`config.mk`:
```
export PLATFORM = sky130hd
export DESIGN_NAME = threshold_excursion_peak_tracker_flat
export DESIGN_NICKNAME = d
export VERILOG_FILES = /design/src/rtl/core/tpt_pkg.sv /design/src/rtl/core/tpt_if.sv /design/src/rtl/core/tpt_cfg_regs.sv /design/src/rtl/core/tpt_in_stage.sv /design/src/rtl/core/tpt_track.sv /design/src/rtl/core/tpt_out_reg.sv /design/src/rtl/core/threshold_excursion_peak_tracker.sv /design/src/flat_wrapper.sv
export SDC_FILE = /design/constraint.sdc
export NUM_CORES = 1
export LEC_CHECK = 0
export BUFFER_PORTS_ARGS = -buffer_cell sky130_fd_sc_hd__buf_4
export CORE_AREA = 2 2 203 205
export DETAILED_ROUTE_END_ITERATION = 10
export DIE_AREA = 0 0 205 207
export GPL_TIMING_DRIVEN = 1
export PLACE_DENSITY = 0.8
export SLEW_MARGIN = 40
export SYNTH_ARGS = -nofsm -noshare
export SYNTH_HDL_FRONTEND = slang
export SYNTH_SLANG_ARGS = --single-unit
```
`constraint.sdc`:
```
create_clock -name clk -period 5.6 [get_ports clk]
set_clock_uncertainty 0.05 [all_clocks]
set_input_delay 0.28 -clock clk [delete_from_list [all_inputs] [get_ports clk]]
set_output_delay 0.28 -clock clk [all_outputs]
set_load 0.02 [all_outputs]
```
`src/rtl/core/tpt_pkg.sv`:
```
package tpt_pkg;

  localparam int unsigned ENERGY_W  = 32;
  localparam int unsigned WAIT_W    = 32;
  localparam int unsigned STEP_W    = 32;
  localparam int unsigned TIME_W    = 48;
  localparam int unsigned REC_W     = 16;
  localparam int unsigned CFG_IDX_W = 4;
  localparam int unsigned CFG_DAT_W = 32;

  // Register indexes on the configuration port
  localparam logic [CFG_IDX_W-1:0] CFG_THRESHOLD   = 4'd0;
  localparam logic [CFG_IDX_W-1:0] CFG_ENABLE      = 4'd1;
  localparam logic [CFG_IDX_W-1:0] CFG_USE_INHERENT = 4'd2;
  localparam logic [CFG_IDX_W-1:0] CFG_MAX_RECORDS = 4'd3;

  localparam logic [REC_W-1:0] MAX_RECORDS_RST = 16'hFFFF;

  typedef struct packed {
    logic signed [ENERGY_W-1:0] prev_energy;
    logic signed [ENERGY_W-1:0] prev_inherent;
    logic signed [ENERGY_W-1:0] curr_energy;
    logic signed [ENERGY_W-1:0] curr_inherent;
    logic        [WAIT_W-1:0]   wait_time;
  } tpt_item_t;

  typedef struct packed {
    logic signed [ENERGY_W-1:0] ridge_energy;
    logic        [STEP_W-1:0]   steps_above;
    logic        [TIME_W-1:0]   time_above;
    logic                       same_basin;
  } tpt_res_t;

  typedef struct packed {
    logic signed [ENERGY_W-1:0] threshold;
    logic                       threshold_enable;
    logic                       use_inherent_energy;
    logic        [REC_W-1:0]    max_records;
  } tpt_cfg_t;

endpackage

```
`src/rtl/core/tpt_if.sv`:
```
interface tpt_in_if;
  import tpt_pkg::*;
  logic                       valid;
  logic                       ready;
  logic signed [ENERGY_W-1:0] prev_energy;
  logic signed [ENERGY_W-1:0] prev_inherent;
  logic signed [ENERGY_W-1:0] curr_energy;
  logic signed [ENERGY_W-1:0] curr_inherent;
  logic        [WAIT_W-1:0]   wait_time;

  modport source (output valid, prev_energy, prev_inherent, curr_energy, curr_inherent,
                  wait_time, input ready);
  modport sink   (input valid, prev_energy, prev_inherent, curr_energy, curr_inherent,
                  wait_time, output ready);
endinterface

interface tpt_out_if;
  import tpt_pkg::*;
  logic                       valid;
  logic                       ready;
  logic signed [ENERGY_W-1:0] ridge_energy;
  logic        [STEP_W-1:0]   steps_above;
  logic        [TIME_W-1:0]   time_above;
  logic                       same_basin;

  modport source (output valid, ridge_energy, steps_above, time_above, same_basin,
                  input ready);
  modport sink   (input valid, ridge_energy, steps_above, time_above, same_basin,
                  output ready);
endinterface

interface tpt_cfg_if;
  import tpt_pkg::*;
  logic                 valid;
  logic                 ready;
  logic [CFG_IDX_W-1:0] index;
  logic [CFG_DAT_W-1:0] data;

  modport source (output valid, index, data, input ready);
  modport sink   (input valid, index, data, output ready);
endinterface

```
`src/rtl/core/tpt_cfg_regs.sv`:
```
module tpt_cfg_regs (
  input  logic                          clk,
  input  logic                          rst_n,
  input  logic                          wr_en,
  input  logic [tpt_pkg::CFG_IDX_W-1:0] wr_index,
  input  logic [tpt_pkg::CFG_DAT_W-1:0] wr_data,
  output tpt_pkg::tpt_cfg_t             cfg
);
  import tpt_pkg::*;

  tpt_cfg_t cfg_r, cfg_nxt;

  // Decode one write beat; unknown indexes are dropped
  always_comb begin
    cfg_nxt = cfg_r;
    if (wr_en) begin
      case (wr_index)
        CFG_THRESHOLD:    cfg_nxt.threshold           = signed'(wr_data[ENERGY_W-1:0]);
        CFG_ENABLE:       cfg_nxt.threshold_enable    = wr_data[0];
        CFG_USE_INHERENT: cfg_nxt.use_inherent_energy = wr_data[0];
        CFG_MAX_RECORDS:  cfg_nxt.max_records         = wr_data[REC_W-1:0];
        default:          cfg_nxt = cfg_r;
      endcase
    end
  end

  always_ff @(posedge clk) begin
    if (!rst_n) begin
      cfg_r.threshold           <= '0;
      cfg_r.threshold_enable    <= 1'b1;
      cfg_r.use_inherent_energy <= 1'b0;
      cfg_r.max_records         <= MAX_RECORDS_RST;
    end else begin
      cfg_r <= cfg_nxt;
    end
  end

  assign cfg = cfg_r;

endmodule

```
`src/rtl/core/tpt_in_stage.sv`:
```
module tpt_in_stage (
  input  logic               clk,
  input  logic               rst_n,
  input  logic               in_valid,
  output logic               in_ready,
  input  tpt_pkg::tpt_item_t in_item,
  input  logic               take,
  output logic               s1_valid,
  output tpt_pkg::tpt_item_t s1_item
);
  import tpt_pkg::*;

  logic      valid_r, valid_nxt;
  tpt_item_t item_r;

  // Refill whenever the held beat moves on or the stage is empty
  assign in_ready  = !valid_r || take;
  assign valid_nxt = in_ready ? in_valid : valid_r;

  always_ff @(posedge clk) begin
    if (!rst_n) begin
      valid_r <= 1'b0;
    end else begin
      valid_r <= valid_nxt;
    end
  end

  always_ff @(posedge clk) begin
    if (in_ready && in_valid) begin
      item_r <= in_item;
    end
  end

  assign s1_valid = valid_r;
  assign s1_item  = item_r;

endmodule

```
`src/rtl/core/tpt_track.sv`:
```
module tpt_track (
  input  logic               clk,
  input  logic               rst_n,
  input  tpt_pkg::tpt_cfg_t  cfg,
  input  logic               fire,
  input  tpt_pkg::tpt_item_t item,
  output logic               res_valid,
  output tpt_pkg::tpt_res_t  res
);
  import tpt_pkg::*;

  logic signed [ENERGY_W-1:0] entry_r, entry_nxt;
  logic signed [ENERGY_W-1:0] peak_r, peak_nxt;
  logic        [STEP_W-1:0]   step_r, step_nxt;
  logic        [TIME_W-1:0]   time_r, time_nxt;
  logic                       first_r, first_nxt;
  logic        [REC_W-1:0]    rec_r, rec_nxt;

  logic                       active;
  logic                       prev_above;
  logic                       curr_above;
  logic        [STEP_W-1:0]   step_inc;
  logic        [TIME_W:0]     time_sum;
  logic        [TIME_W-1:0]   time_inc;
  logic signed [ENERGY_W-1:0] exit_e;

  assign active     = fire && cfg.threshold_enable && (rec_r < cfg.max_records);
  assign prev_above = item.prev_energy >= cfg.threshold;
  assign curr_above = item.curr_energy >= cfg.threshold;

  // Saturating step and time counters
  assign step_inc = (step_r == {STEP_W{1'b1}}) ? step_r : step_r + 1'b1;
  assign time_sum = {1'b0, time_r} + {{(TIME_W+1-WAIT_W){1'b0}}, item.wait_time};
  assign time_inc = time_sum[TIME_W] ? {TIME_W{1'b1}} : time_sum[TIME_W-1:0];

  assign exit_e = cfg.use_inherent_energy ? item.curr_inherent : item.curr_energy;

  // Advance the excursion state for one beat
  always_comb begin
    entry_nxt = entry_r;
    peak_nxt  = peak_r;
    step_nxt  = step_r;
    time_nxt  = time_r;
    first_nxt = first_r;
    rec_nxt   = rec_r;
    res_valid = 1'b0;
    if (active) begin
      if (!prev_above && curr_above) begin
        entry_nxt = cfg.use_inherent_energy ? item.prev_inherent : item.prev_energy;
        peak_nxt  = item.curr_energy;
        first_nxt = 1'b1;
      end else if (prev_above && curr_above) begin
        if (item.curr_energy > peak_r) begin
          peak_nxt = item.curr_energy;
        end
        step_nxt = step_inc;
        time_nxt = time_inc;
      end else if (prev_above && !curr_above) begin
        step_nxt = '0;
        time_nxt = '0;
        if (first_r) begin
          res_valid = 1'b1;
          if (rec_r != {REC_W{1'b1}}) begin
            rec_nxt = rec_r + 1'b1;
          end
        end
      end
    end
  end

  // Record fields include the exit step
  assign res.ridge_energy = peak_r;
  assign res.steps_above  = step_inc;
  assign res.time_above   = time_inc;
  assign res.same_basin   = (exit_e == entry_r);

  always_ff @(posedge clk) begin
    if (!rst_n) begin
      entry_r <= '0;
      peak_r  <= '0;
      step_r  <= '0;
      time_r  <= '0;
      first_r <= 1'b0;
      rec_r   <= '0;
    end else begin
      entry_r <= entry_nxt;
      peak_r  <= peak_nxt;
      step_r  <= step_nxt;
      time_r  <= time_nxt;
      first_r <= first_nxt;
      rec_r   <= rec_nxt;
    end
  end

endmodule

```
`src/rtl/core/tpt_out_reg.sv`:
```
module tpt_out_reg (
  input  logic              clk,
  input  logic              rst_n,
  input  logic              res_valid,
  input  tpt_pkg::tpt_res_t res,
  output logic              take,
  output logic              out_valid,
  input  logic              out_ready,
  output tpt_pkg::tpt_res_t out_res
);
  import tpt_pkg::*;

  logic     valid_r, valid_nxt;
  tpt_res_t res_r;

  // Load a new beat when empty or when the held one is taken
  assign take      = !valid_r || out_ready;
  assign valid_nxt = take ? res_valid : valid_r;

  always_ff @(posedge clk) begin
    if (!rst_n) begin
      valid_r <= 1'b0;
    end else begin
      valid_r <= valid_nxt;
    end
  end

  always_ff @(posedge clk) begin
    if (take && res_valid) begin
      res_r <= res;
    end
  end

  assign out_valid = valid_r;
  assign out_res   = res_r;

endmodule

```
`src/rtl/core/threshold_excursion_peak_tracker.sv`:
```
// Data path: a beat that closes an excursion is held in the input register, and
// its record is then loaded into the output register; the state update is combinational.
// Throughput: one input beat per cycle; the input register and the state update
// both advance whenever the output register is empty or being read.
// Reset (rst_n low, synchronous): all excursion state clears, registers return
// to threshold 0, tracking enabled, raw energies, limit 65535.
module threshold_excursion_peak_tracker (
  input  logic  clk,
  input  logic  rst_n,
  tpt_in_if.sink    in_bus,
  tpt_out_if.source out_bus,
  tpt_cfg_if.sink   cfg_bus
);
  import tpt_pkg::*;

  tpt_cfg_t  cfg;
  tpt_item_t in_item;
  tpt_item_t s1_item;
  tpt_res_t  res;
  tpt_res_t  out_res;
  logic      s1_valid;
  logic      take;
  logic      res_valid;
  logic      in_ready;
  logic      out_valid;

  assign cfg_bus.ready = 1'b1;

  tpt_cfg_regs u_cfg (
    .clk      (clk),
    .rst_n    (rst_n),
    .wr_en    (cfg_bus.valid),
    .wr_index (cfg_bus.index),
    .wr_data  (cfg_bus.data),
    .cfg      (cfg)
  );

  assign in_item.prev_energy   = in_bus.prev_energy;
  assign in_item.prev_inherent = in_bus.prev_inherent;
  assign in_item.curr_energy   = in_bus.curr_energy;
  assign in_item.curr_inherent = in_bus.curr_inherent;
  assign in_item.wait_time     = in_bus.wait_time;
  assign in_bus.ready          = in_ready;

  tpt_in_stage u_in (
    .clk      (clk),
    .rst_n    (rst_n),
    .in_valid (in_bus.valid),
    .in_ready (in_ready),
    .in_item  (in_item),
    .take     (take),
    .s1_valid (s1_valid),
    .s1_item  (s1_item)
  );

  tpt_track u_track (
    .clk       (clk),
    .rst_n     (rst_n),
    .cfg       (cfg),
    .fire      (s1_valid && take),
    .item      (s1_item),
    .res_valid (res_valid),
    .res       (res)
  );

  tpt_out_reg u_out (
    .clk       (clk),
    .rst_n     (rst_n),
    .res_valid (res_valid),
    .res       (res),
    .take      (take),
    .out_valid (out_valid),
    .out_ready (out_bus.ready),
    .out_res   (out_res)
  );

  assign out_bus.valid        = out_valid;
  assign out_bus.ridge_energy = out_res.ridge_energy;
  assign out_bus.steps_above  = out_res.steps_above;
  assign out_bus.time_above   = out_res.time_above;
  assign out_bus.same_basin   = out_res.same_basin;

endmodule

```
`src/flat_wrapper.sv`:
```
// flat-port wrapper written by rule: the top's interface ports become plain ports
module threshold_excursion_peak_tracker_flat import tpt_pkg::*;
  (clk, rst_n, in_bus_valid, in_bus_prev_energy, in_bus_prev_inherent, in_bus_curr_energy, in_bus_curr_inherent, in_bus_wait_time, in_bus_ready, out_bus_valid, out_bus_ridge_energy, out_bus_steps_above, out_bus_time_above, out_bus_same_basin, out_bus_ready, cfg_bus_valid, cfg_bus_index, cfg_bus_data, cfg_bus_ready);
  tpt_in_if in_bus_i ();
  tpt_out_if out_bus_i ();
  tpt_cfg_if cfg_bus_i ();
  input  logic clk;
  input  logic rst_n;
  input wire logic [$bits(in_bus_i.valid)-1:0] in_bus_valid;
  input wire logic [$bits(in_bus_i.prev_energy)-1:0] in_bus_prev_energy;
  input wire logic [$bits(in_bus_i.prev_inherent)-1:0] in_bus_prev_inherent;
  input wire logic [$bits(in_bus_i.curr_energy)-1:0] in_bus_curr_energy;
  input wire logic [$bits(in_bus_i.curr_inherent)-1:0] in_bus_curr_inherent;
  input wire logic [$bits(in_bus_i.wait_time)-1:0] in_bus_wait_time;
  output wire logic [$bits(in_bus_i.ready)-1:0] in_bus_ready;
  output wire logic [$bits(out_bus_i.valid)-1:0] out_bus_valid;
  output wire logic [$bits(out_bus_i.ridge_energy)-1:0] out_bus_ridge_energy;
  output wire logic [$bits(out_bus_i.steps_above)-1:0] out_bus_steps_above;
  output wire logic [$bits(out_bus_i.time_above)-1:0] out_bus_time_above;
  output wire logic [$bits(out_bus_i.same_basin)-1:0] out_bus_same_basin;
  input wire logic [$bits(out_bus_i.ready)-1:0] out_bus_ready;
  input wire logic [$bits(cfg_bus_i.valid)-1:0] cfg_bus_valid;
  input wire logic [$bits(cfg_bus_i.index)-1:0] cfg_bus_index;
  input wire logic [$bits(cfg_bus_i.data)-1:0] cfg_bus_data;
  output wire logic [$bits(cfg_bus_i.ready)-1:0] cfg_bus_ready;
  assign in_bus_i.valid = in_bus_valid;
  assign in_bus_i.prev_energy = in_bus_prev_energy;
  assign in_bus_i.prev_inherent = in_bus_prev_inherent;
  assign in_bus_i.curr_energy = in_bus_curr_energy;
  assign in_bus_i.curr_inherent = in_bus_curr_inherent;
  assign in_bus_i.wait_time = in_bus_wait_time;
  assign in_bus_ready = in_bus_i.ready;
  assign out_bus_valid = out_bus_i.valid;
  assign out_bus_ridge_energy = out_bus_i.ridge_energy;
  assign out_bus_steps_above = out_bus_i.steps_above;
  assign out_bus_time_above = out_bus_i.time_above;
  assign out_bus_same_basin = out_bus_i.same_basin;
  assign out_bus_i.ready = out_bus_ready;
  assign cfg_bus_i.valid = cfg_bus_valid;
  assign cfg_bus_i.index = cfg_bus_index;
  assign cfg_bus_i.data = cfg_bus_data;
  assign cfg_bus_ready = cfg_bus_i.ready;
  threshold_excursion_peak_tracker u_core (.clk(clk), .rst_n(rst_n), .in_bus(in_bus_i), .out_bus(out_bus_i), .cfg_bus(cfg_bus_i));
endmodule
```
==> flow_summary.ini, run 1 <==
[setup_path]
r2r_setup_slack_ns = 1.38
cp.buffers_inverters = 1
r2r_start = u_core.u_in.s1_item[133]
critical_path.top_delay_family = simple AND/OR/NAND/NOR gates
arrival_ns = 4.65
required_ns = 6.03
cp_slowest_cell = nand2_2
path_max_fanout = 35
crit_chain = ha_1 -> a21oi_1 -> o21ai_0 -> a221o_1 -> o31a_1 -> nand4bb_1 -> nand2_2 -> buf_4 -> nor3_1 -> o21ai_0 -> a21boi_0
crit_path_frequent_cell = o21ai_0
critical_path_class = reg2reg
worstSetupEndpointType = flop
crit_start = u_core.u_in.s1_item[133]
cp-start-kind = flop
critPathMaxStageDelay_ns = 0.78

[yosys]
yosysSeqAreaShare = 0.541
syn_avg_cell_area_um2 = 10.9
yosys.area.top_type = edfxtp_1
synth_top_family_by_area = simple AND/OR/NAND/NOR gates
synth.distinct_cells = 79
synth_area_leaders = edfxtp_1, dfxtp_1, ha_1, nand2_1, mux2i_1
synthMuxAreaShare = 0.0341
synthCells = 2121
synth-simple-area-share = 0.140
synth_flop_cell = edfxtp_1
synth_xor_area_frac = 0.0361
synth_edf_count = 273
synthArstFlopShare = 0
syn_nets = 2468
synth_top_area_share = 0.356
yosysMostFrequentCell = nand2_1
synth_fa_ha_area_frac = 0.0796
ys_ff_latch = 486
synth_compound_area_frac = 0.134
synth_commonest_cells = nand2_1, edfxtp_1, dfxtp_1
ys_warn_count = 0
synthesis.area_mm2 = 0.0230

[route]
drt_wl_total_um = 65800
drc_errors = 0
drt_iter0_drc = 1605
postRouteAntennaNets = 0
drtPass1Iterations = 8
num_vias = 18700
avgViaCountPerCell = 5.89
wl_per_cell_um = 20.8

[cells_and_area]
syn_to_final_growth_pct = 28.8
drive_above_1_share = 0.168
nets = 2943

[outcome]
status = completed

[die]
dieWidth_um = 205
num_rows = 74
core_mm2 = 0.0404
die_h_um = 207
ioPinCount = 317
die_area_mm2 = 0.0424
initial_utilization = 0.571

[timing]
rsz0062_at_grt = no
fmax_ghz = 0.237
relSlewSlack = 0.465
maxSlewViolCount = 0
finalHoldViolCount = 0
fin_hold_ws_ns = 0.0808
setup_viol = 0
setup-tns-final_ns = 0
min_period_ns = 4.22
fin_crit_sh = 0.754
worst_pin_slew_ns = 0.803

[clocking]
cts_resized = 0
cts.sink_count = 486
clock-root-buffer = clkbuf_16
post_cts_buffers = 0
cts_tree = built
numCtsBuffers = 49
clk_latency_ns = 0.62
path_clk_slew_ns = 0.06
h-tree-depth = 2
clk_path_buf_depth = 3

[grt]
globalRouteTotalUtil = 0.304
grt_pass1_vias = 18300
antenna_found_initial = 0
grt_overflow = 0
grt_max_degree = 160
grt_first_pass_wirelength_um = 100000

[placed_design]
gp_congestion = 0.910
place.port_buffers = 315
dp.final_hpwl_um = 42600

[power_and_ir_drop]
leakage_nw = 11.7
peakVddDrop_v = 0.000262
pwr_density_cell_mw_per_mm2 = 292

[flow_run]
drv_cap = 0

[min_path]
min_from = rst_n
hold_class = in2reg
cell type report:
| type | count | area [µm²] |
|---|---|---|
| Clock buffer | 55 | 1280 |
| Sequential cell | 486 | 12500 |
| Multi-Input combinational cell | 1433 | 9800 |
| Tap cell | 532 | 666 |
| Inverter | 99 | 374 |
| Antenna cell | 1 | 2.50 |
| Fill cell | 2590 | 10700 |
| Timing Repair Buffer | 527 | 4540 |
| Clock inverter | 37 | 552 |
sequential cells by signal (all words and copies together) (netlist names):
register and cells:
u_core.u_track.step_r 32, u_core.u_track.first_r 1, u_core.u_out.out_valid 1, u_core.u_in.s1_item 160, u_core.u_out.out_res 113, u_core.u_track.time_r 48, u_core.u_track.entry_r 32, u_core.u_in.s1_valid 1
u_core.u_track.peak_r 32, u_core.u_track.rec_r 16, u_core.u_cfg.cfg 50
worst reg2reg max path, stage by stage, from the launching register on:
cell and delay [ns]:
edfxtp_1 0.42, ha_1 0.34, a21oi_1 0.23, o21ai_0 0.21, a221o_1 0.38, o31a_1 0.25
nand4bb_1 0.60, nand2_2 0.79, buf_4 0.48, nor3_1 0.09, o21ai_0 0.15, a21boi_0 0.10
worst paths after layout:
| kind | end | cells past startpoint |
|---|---|---|
| worst min-delay path | u_core.u_cfg.cfg[17] | 2 |
| worst min register to register | u_core.u_out.out_res[96] | 0 |
| worst max register to register | u_core.u_track.step_r[27] | 11 |
| worst max-delay path | u_core.u_track.step_r[27] | 11 |
report_power, final:
group / total [mW] / internal (mW) / switching, mW
logic: 0.914 / 0.432 / 0.482
registers: 4.04 / 3.92 / 0.113
clock network: 3.72 / 2.26 / 1.46
total: 8.67 / 6.62 / 2.06
through the flow:
step / util / power, mW / instances / instance area [µm²] / setup WS [ns]
after floorplan: - / 4.55 / 2121 / 23000 / 0.576
after global placement: 0.639 / 4.83 / 2878 / 25800 / 1.49
after detailed placement: 0.640 / 4.86 / 2879 / 25800 / 1.33
after CTS: 0.734 / 8.63 / 3167 / 29600 / 1.29
after global routing: 0.735 / 8.92 / 3169 / 29700 / 1.14
final: 0.735 / 8.67 / 3170 / 29700 / 1.38
per-layer routing:
metal | vias up | wire, µm | GRT usage
met5 | - | 0 | 0
met4 | 0 | 3310 | 0.152
met2 | 986 | 31000 | 0.495
met3 | 223 | 5580 | 0.0560
met1 | 8810 | 26000 | 0.389
li1 | 8667 | - | -
cells in the final DEF, fill, tap and decap left out, types with 74 or more instances in the layout:
cell | Yosys | routed
inv_1 | 99 | 98
ha_1 | 145 | 145
mux2i_1 | 74 | 74
nand3_1 | 75 | 75
edfxtp_1 | 273 | 273
dlygate4sd3_1 | 0 | 196
dfxtp_1 | 213 | 212
a21oi_1 | 101 | 101
o21ai_0 | 87 | 87
buf_4 | 2 | 324
nand2_1 | 307 | 306
cells by family after synthesis:
| kind of cell | count (synthesis) |
|---|---|
| and+or+nand+nor | 659 |
| muxes | 78 |
| adders and majority gates | 146 |
| buffers and inverters | 202 |
| DFF | 486 |
| xor gates and xnor gates | 95 |
| AOI/OAI and AO/OA | 454 |
| other | 1 |
timing repair:
item / CTS / global route
endpoints found under the hold margin: 212 / 0
setup endpoints to repair: 0 / 0
hold buffers: 196 / 0
Power figures use the tool's default switching activity.
==> run 2, diff against run 1 <==
- clock period: 5.6 -> 4 ns (I/O delays scaled with it)
==> run 2 against run 1 <==
Fmax increased by 11%. Via count grew 2.0%. Largest power group unchanged. Register-to-register slack worse by 1.2 ns. Critical path depth shrank 2. Setup slack worse by 1.2 ns. Cell count up 0.57%.
==> flow_summary.ini, run 2 (synthesis gave the netlist of run 1 again) <==
[die]
ioPinCount = 317
initial_utilization = 0.571
die_h_um = 207
dieWidth_um = 205
die_area_mm2 = 0.0424
num_rows = 74
core_mm2 = 0.0404

[power_and_ir_drop]
leakage_nw = 11.7
peakVddDrop_v = 0.000390
power_mw = 11.6
pwr_density_cell_mw_per_mm2 = 391

[setup_path]
r2r-end = u_core.u_track.time_r[26]
required_ns = 4.48
arrival_ns = 4.28
path_max_fanout = 45
cp-start-kind = flop
reg2regPathDepth = 9
r2r_setup_slack_ns = 0.19
worstSetupEndpointType = flop
r2r_start = u_core.u_in.s1_item[159]
cp.buffers_inverters = 1
cp_slowest_cell = nor4_1
crit_chain = ha_1 -> nand4_1 -> nor4_1 -> o31a_1 -> nand4bb_1 -> and3b_2 -> buf_4 -> o21ai_0 -> a21boi_0
critPathMaxStageDelay_ns = 0.69
critical_path_class = reg2reg
critical_path.top_delay_family = simple AND/OR/NAND/NOR gates

[cells_and_area]
largest_register_ffs = 160
final_cell_mix = buf_4, nand2_1, edfxtp_1, dfxtp_1, dlygate4sd3_1
drive_above_1_share = 0.174
nets = 2960
syn_to_final_growth_pct = 28.4
layout_commonest_cell = buf_4
fin_util = 0.733

[grt]
antenna_found_initial = 1
grt_pass1_vias = 19300
grt_first_pass_wirelength_um = 107000
globalRouteTotalUtil = 0.325
grt_max_degree = 100
grt_overflow = 0

[min_path]
min_from = rst_n
min_delay_path_depth = 2
worstHoldEndpoint = u_core.u_cfg.cfg[5]
hold_class = in2reg

[route]
postRouteAntennaNets = 0
drc_errors = 0
drtPass1Iterations = 5
drt_iter0_drc = 1506
wl_per_cell_um = 21.8
avgViaCountPerCell = 5.98
num_vias = 19100
drt_wl_total_um = 69500

[clocking]
cts_tree = built
clk_latency_ns = 0.63
clock-root-buffer = clkbuf_16
cts.sink_count = 486
path_clk_slew_ns = 0.07
clk_path_buf_depth = 3
h-tree-depth = 2
numCtsBuffers = 50

[timing]
rsz0062_at_grt = no
fin_crit_sh = 0.952
min_period_ns = 3.81
worst_pin_slew_ns = 0.749
relSlewSlack = 0.501
finalHoldViolCount = 0
finalWorstSetupSlack_ns = 0.194
setup_viol = 0
fmax_ghz = 0.263
maxSlewViolCount = 0
fin_hold_ws_ns = 0.0732

[placed_design]
place.port_buffers = 315
dp_worst_setup_slack_ns = 0.249
gp_congestion = 0.891
dp.final_hpwl_um = 44800

[flow_run]
drv_cap = 0

[outcome]
status = completed
## run 2: routing by layer
metal,part of all wire,GRT usage
met5,0,0
met4,0.048,0.154
met3,0.081,0.0573
met2,0.49,0.547
met1,0.38,0.406
## run 2: worst max path at each step
stage                                  start  slack [ns]                        end  cells after the start
global placement    u_core.u_in.s1_item[159]        0.31  u_core.u_track.time_r[26]                      9
CTS                 u_core.u_track.time_r[0]        0.19  u_core.u_track.time_r[35]                     12
finish              u_core.u_in.s1_item[159]        0.19  u_core.u_track.time_r[26]                      9
global route            u_core.u_cfg.cfg[49]        0.02  u_core.u_track.step_r[20]                      9
detailed placement  u_core.u_track.time_r[0]        0.25   u_core.u_out.out_res[43]                     12
floorplan            u_core.u_in.s1_item[89]       -0.20   u_core.u_track.rec_r[12]                     11
## run 2: where the power goes
part	internal, mW	leakage, nW	switching [mW]
logic	0.613	6.64	0.685
clock network	2.54	0.790	2.07
registers	5.49	4.28	0.163
total	8.64	11.7	2.92
## run 2: area by class of cell
type | instances | area [µm²]
diodes | 1 | 2.50
clock buffers | 68 | 1390
clock inverters | 26 | 219
fillers | 2632 | 10800
inverters | 99 | 375
multi-input cells | 1433 | 9850
flip-flops and latches | 486 | 12500
well taps | 532 | 666
repair buffers | 543 | 4620
## run 2: worst reg2reg max path: stages (launching register included)
cell and delay (ns):
edfxtp_1 0.44, ha_1 0.37, nand4_1 0.19, nor4_1 0.69, o31a_1 0.29, nand4bb_1 0.41, and3b_2 0.30, buf_4 0.48
o21ai_0 0.28, a21boi_0 0.21
## run 2: through the flow
stage / instance area (µm²) / TNS, ns / std cells
after floorplan: 23100 / -16.38 / 2121
after global placement: 26000 / 0 / 2897
after detailed placement: 26000 / 0 / 2897
after CTS: 29600 / 0 / 3187
after global routing: 29600 / 0 / 3188
final: 29600 / 0 / 3188
## run 2: timing repair
action / 4_1_cts / 5_1_grt
resized for setup: 0 / 1
endpoints found under the hold margin: 211 / 0
setup endpoints to repair: 0 / 3
setup buffers: 0 / 0
hold buffers: 196 / 0
